==> src/rtl/three_phase_srf_pll_unit_macros.svh <==
// Assertion macros for the synchronous reference frame PLL unit.
// Used by the top level; no other dependencies.
`ifndef THREE_PHASE_SRF_PLL_UNIT_MACROS_SVH
`define THREE_PHASE_SRF_PLL_UNIT_MACROS_SVH

`ifndef SYNTH
`define SRF_ASSERT_IMPL(label, ante, cons) \
   label: assert property (@(posedge clock) disable iff (reset) (ante) |-> (cons)) \
      else $error("srf assertion failed");
`define SRF_ASSERT_NEXT(label, ante, cons) \
   label: assert property (@(posedge clock) disable iff (reset) (ante) |=> (cons)) \
      else $error("srf assertion failed");
`else
`define SRF_ASSERT_IMPL(label, ante, cons)
`define SRF_ASSERT_NEXT(label, ante, cons)
`endif

`endif

==> src/rtl/srf_pkg.sv <==
// Shared types, constants and the sine table generator for the SRF PLL unit.
// No dependencies.
package srf_pkg;

   localparam int MUL_W  = 33;
   localparam int PROD_W = 2 * MUL_W;
   localparam int SMP_W  = 16;
   localparam int DQ_W   = 18;
   localparam int ANG_W  = 32;
   localparam int FREQ_W = 32;
   localparam int INTEG_W = 48;

   localparam logic [16:0] INV_SQRT3_Q16 = 17'd37837;

   localparam longint unsigned SIN_C1 = 64'd1686629713;
   localparam longint unsigned SIN_C3 = 64'd693598668;
   localparam longint unsigned SIN_C5 = 64'd85569305;
   localparam longint unsigned SIN_C7 = 64'd5026995;
   localparam longint unsigned SIN_C9 = 64'd172272;

   typedef enum logic [2:0] {
      REG_KP_GAIN   = 3'd0,
      REG_KI_GAIN   = 3'd1,
      REG_NOMINAL   = 3'd2,
      REG_TIME_STEP = 3'd3,
      REG_INT_LIMIT = 3'd4
   } csr_reg_type;

   typedef enum logic [4:0] {
      ST_IDLE, ST_BETA, ST_D1, ST_D2, ST_D3, ST_Q1, ST_Q2,
      ST_I1, ST_I2, ST_I3, ST_I4, ST_K1, ST_K2, ST_K3,
      ST_F1, ST_F2, ST_F3
   } seq_state_type;

   typedef struct packed {
      logic                    en;
      logic signed [MUL_W-1:0] op_a;
      logic signed [MUL_W-1:0] op_b;
   } mul_req_type;

   // Quarter-wave odd polynomial evaluated with unsigned Horner steps.
   function automatic logic signed [SMP_W-1:0] sine_entry(int unsigned idx,
                                                           int unsigned bits);
      longint unsigned qb;
      longint unsigned quad;
      longint unsigned r;
      longint unsigned x;
      longint unsigned x2;
      longint unsigned p;
      longint unsigned s30;
      longint unsigned val;
      qb   = 64'(bits) - 64'd2;
      quad = (64'(idx) >> qb) & 64'd3;
      r    = 64'(idx) & ((64'd1 << qb) - 64'd1);
      x    = r << (64'd30 - qb);
      if (quad[0]) begin
         x = (64'd1 << 30) - x;
      end
      x2  = (x * x) >> 30;
      p   = SIN_C7 - ((x2 * SIN_C9) >> 30);
      p   = SIN_C5 - ((x2 * p) >> 30);
      p   = SIN_C3 - ((x2 * p) >> 30);
      p   = SIN_C1 - ((x2 * p) >> 30);
      s30 = (x * p) >> 30;
      val = (s30 + (64'd1 << 14)) >> 15;
      if (val > 64'd32767) begin
         val = 64'd32767;
      end
      if (quad >= 64'd2) begin
         return -SMP_W'(val);
      end
      return SMP_W'(val);
   endfunction

endpackage

==> src/rtl/srf_mul.sv <==
// Shared signed multiplier with a registered product for the SRF PLL unit.
// Depends on srf_pkg for the request struct and widths.
module srf_mul
   import srf_pkg::*;
(
   input  logic                      clock,
   input  mul_req_type               req,
   output logic signed [PROD_W-1:0]  prod_ff
);

   always_ff @(posedge clock) begin
      if (req.en) begin
         prod_ff <= PROD_W'(req.op_a) * PROD_W'(req.op_b);
      end
   end

endmodule

==> config.mk <==
export PLATFORM = sky130hd
export DESIGN_NAME = srf_mul
export DESIGN_NICKNAME = d
export VERILOG_FILES = /design/src/rtl/three_phase_srf_pll_unit_macros.svh /design/src/rtl/srf_pkg.sv /design/src/rtl/srf_mul.sv
export SDC_FILE = /design/constraint.sdc
export NUM_CORES = 2
export LEC_CHECK = 0
export BUFFER_PORTS_ARGS = -buffer_cell sky130_fd_sc_hd__buf_2
export CAP_MARGIN = 15
export CORE_UTILIZATION = 50
export CTS_CLUSTER_DIAMETER = 150
export CTS_CLUSTER_SIZE = 8
export DETAILED_ROUTE_END_ITERATION = 7
export GPL_ROUTABILITY_DRIVEN = 0
export HOLD_SLACK_MARGIN = 0.08
export PLACE_DENSITY = 0.62
export REMOVE_ABC_BUFFERS = 1
export SYNTH_ARGS = -nofsm -noshare
export SYNTH_HDL_FRONTEND = slang
export SYNTH_SLANG_ARGS = --single-unit
==> constraint.sdc <==
create_clock -name clock -period 18.95 [get_ports clock]
set_input_delay 3.79 -clock clock [delete_from_list [all_inputs] [get_ports clock]]
set_output_delay 3.79 -clock clock [all_outputs]
set_load 0.05 [all_outputs]
==> run metrics <==
initial antenna violation count=3; detailed-route wire length=106000 microns; Top Family by Delay on Critical Path=adder cells; RSZ-0062 raised after global routing=false; first-pass GRT wire length=174000 microns; biggest regs=prod_ff (66); vias in the first global route=between 30000 and 40000; row cnt=105; GRT Total Usage=27.1%; pin count of the biggest net entering global routing=67; Final Cell Area=42900 sq um; die area=around 84000 sq um; Die W=290 microns; Tcrit/Tclk final=61.5%; via/cell ratio=5.30; fin util=52.4%; wire length per cell=19.9 microns; Clk pin slew, worst setup/hold paths=70 ps; crit path DAT=roughly 12000 ps; final hold slack=between 4000 and 5000 ps; CTS buffer count=9; Layout area overhead=3.69%; Post-CTS Setup Bufs=0; most used cell, CP=fa_1; clock buffer depth=2; fraction of registers with async set/reset=0%; crit path cell chain=buf_2 > nand2_1 > inv_1 > fa_1 > fa_1 > fa_1 > fa_1 > fa_1 > fa_1 > fa_1 > inv_1 > fa_1 > inv_1 > ha_1 > and3_1 > nand3_1 > nand2b_1 > a2111oi_4 > a211oi_4 > a21o_2 > a211oi_2 > a211oi_2; post_cts resized=0; setup tns final=0 ps; Post-DP Area=42600 sq um; Seq cells post-synth=66; IO Pins=134; DRC Markers=0; Die Y=290 microns; dpl hpwl=86000 microns; H-tree depth=3; antenna-violating nets left=0; CP max stage delay=between 1000 and 1500 ps; Largest register FFs=between 60 and 70; Slew Limit Fails=0; Hold-fix buffers, CTS=0; post-synthesis sequential area ratio=4.79%; slew margin rel.=between 20% and 30%; # clock sinks=66; commonest non-fill, non-tap cell in the layout=fa_1; Final Critical Period=between 10000 and 15000 ps; Post-synth EDFFs=66; Initial Util=50.5%; vias=roughly 28000; status=finished clean; fmax=0.0859 GHz; CP bufs+invs=4; Buffers on Ports=about 130; Mean Syn Cell Area=9.54 sq um; Biggest register=prod_ff; Crit Path Max Fanout=33; Final setup viols=0; max-capacitance violation count=0; Worst Hold Class=primary input to register; cell count after synthesis=4338; DR pass1 iterations=5; Synth Cell Area=41400 sq um; core area=82000 sq um; share of layout cells above drive strength 1=4.61%; CTS root buf=clkbuf_16; commonest cells after routing, fill and taps aside=fa_1 (1145), inv_1 (1131), and2_1 (562); Nets=5702; Worst Max-Slew Pin Slew=about 1100 ps; TritonCTS clock tree=built; Slowest-stage cell, CP=fa_1; CP Launch Type=primary input; ys flop type=edfxtp_1; final hold vios=0; WP data required=19070 ps; Distinct cells, synth=80; kind of critical path=primary input to register; Syn. warnings=0; grt ovf=0; Iteration-0 DRC Markers=1517; Setup crit end kind=register
cell families (layout without fill, tap and decap cells):
kind of cell	count (synthesis)	count (layout)	share of synthesized area [%]
other cells	0	1	0
buf+inv	1352	1291	12.3
xor+xnor	68	68	1.44
compound gates	219	219	4.00
flops	66	66	4.79
simple gates	1271	1271	15.5
fa+ha+maj	1362	1362	61.9
stage by stage:
step	cells	worst slack, ps
detailed placement	5331	6930
finish	5348	7300
floorplan	4117	8150
global placement	5331	6990
CTS	5347	7290
global route	5347	6880
cell usage after synthesis, types with 7 or more instances:
cell / count / share of area (%)
a211oi_1: 7 / 0.13
a21o_1: 36 / 0.65
a21oi_1: 57 / 0.69
a31oi_1: 8 / 0.12
and2_1: 562 / 8.5
buf_2: 11 / 0.13
clkbuf_1: 208 / 1.9
edfxtp_1: 66 / 4.8
fa_1: 1145 / 55
ha_1: 217 / 6.6
inv_1: 1131 / 10
nand2_1: 551 / 5.0
nand2b_1: 12 / 0.18
nand3_1: 25 / 0.30
nand4_1: 11 / 0.17
nor2_1: 68 / 0.62
nor3_1: 7 / 0.085
o21ai_0: 25 / 0.30
o21bai_1: 11 / 0.20
xnor2_1: 43 / 0.91
xor2_1: 25 / 0.53
layer usage:
layer,up-vias,track usage [%],part of all wire (%)
met5,-,0,0
met4,0,6.16,2.2
met3,144,2.46,4.7
met2,743,46.9,51
met1,15200,37.2,42
li1,12300,-,-
worst paths after layout:
kind     from                     to  slack [ps]  depth (start not counted)
max    req[0]  prod_ff[62]$_DFFE_PP_        7300                         22
min   req[66]   prod_ff[5]$_DFFE_PP_        4110                          1
area by class of cell:
| type | count | area [sq um] |
|---|---|---|
| clock buffers | 9 | 225 |
| flip-flops and latches | 66 | 1980 |
| fillers | 7608 | 39100 |
| multi-input cells | 2920 | 34300 |
| inverters | 1131 | 4250 |
| repair buffers | 144 | 751 |
| well taps | 1070 | 1340 |
| diodes | 1 | 2.50 |
| clock inverters | 7 | 60.1 |
Power is not shown: default switching activity piles up to over one toggle a cycle in this logic, so the estimate is an artifact.
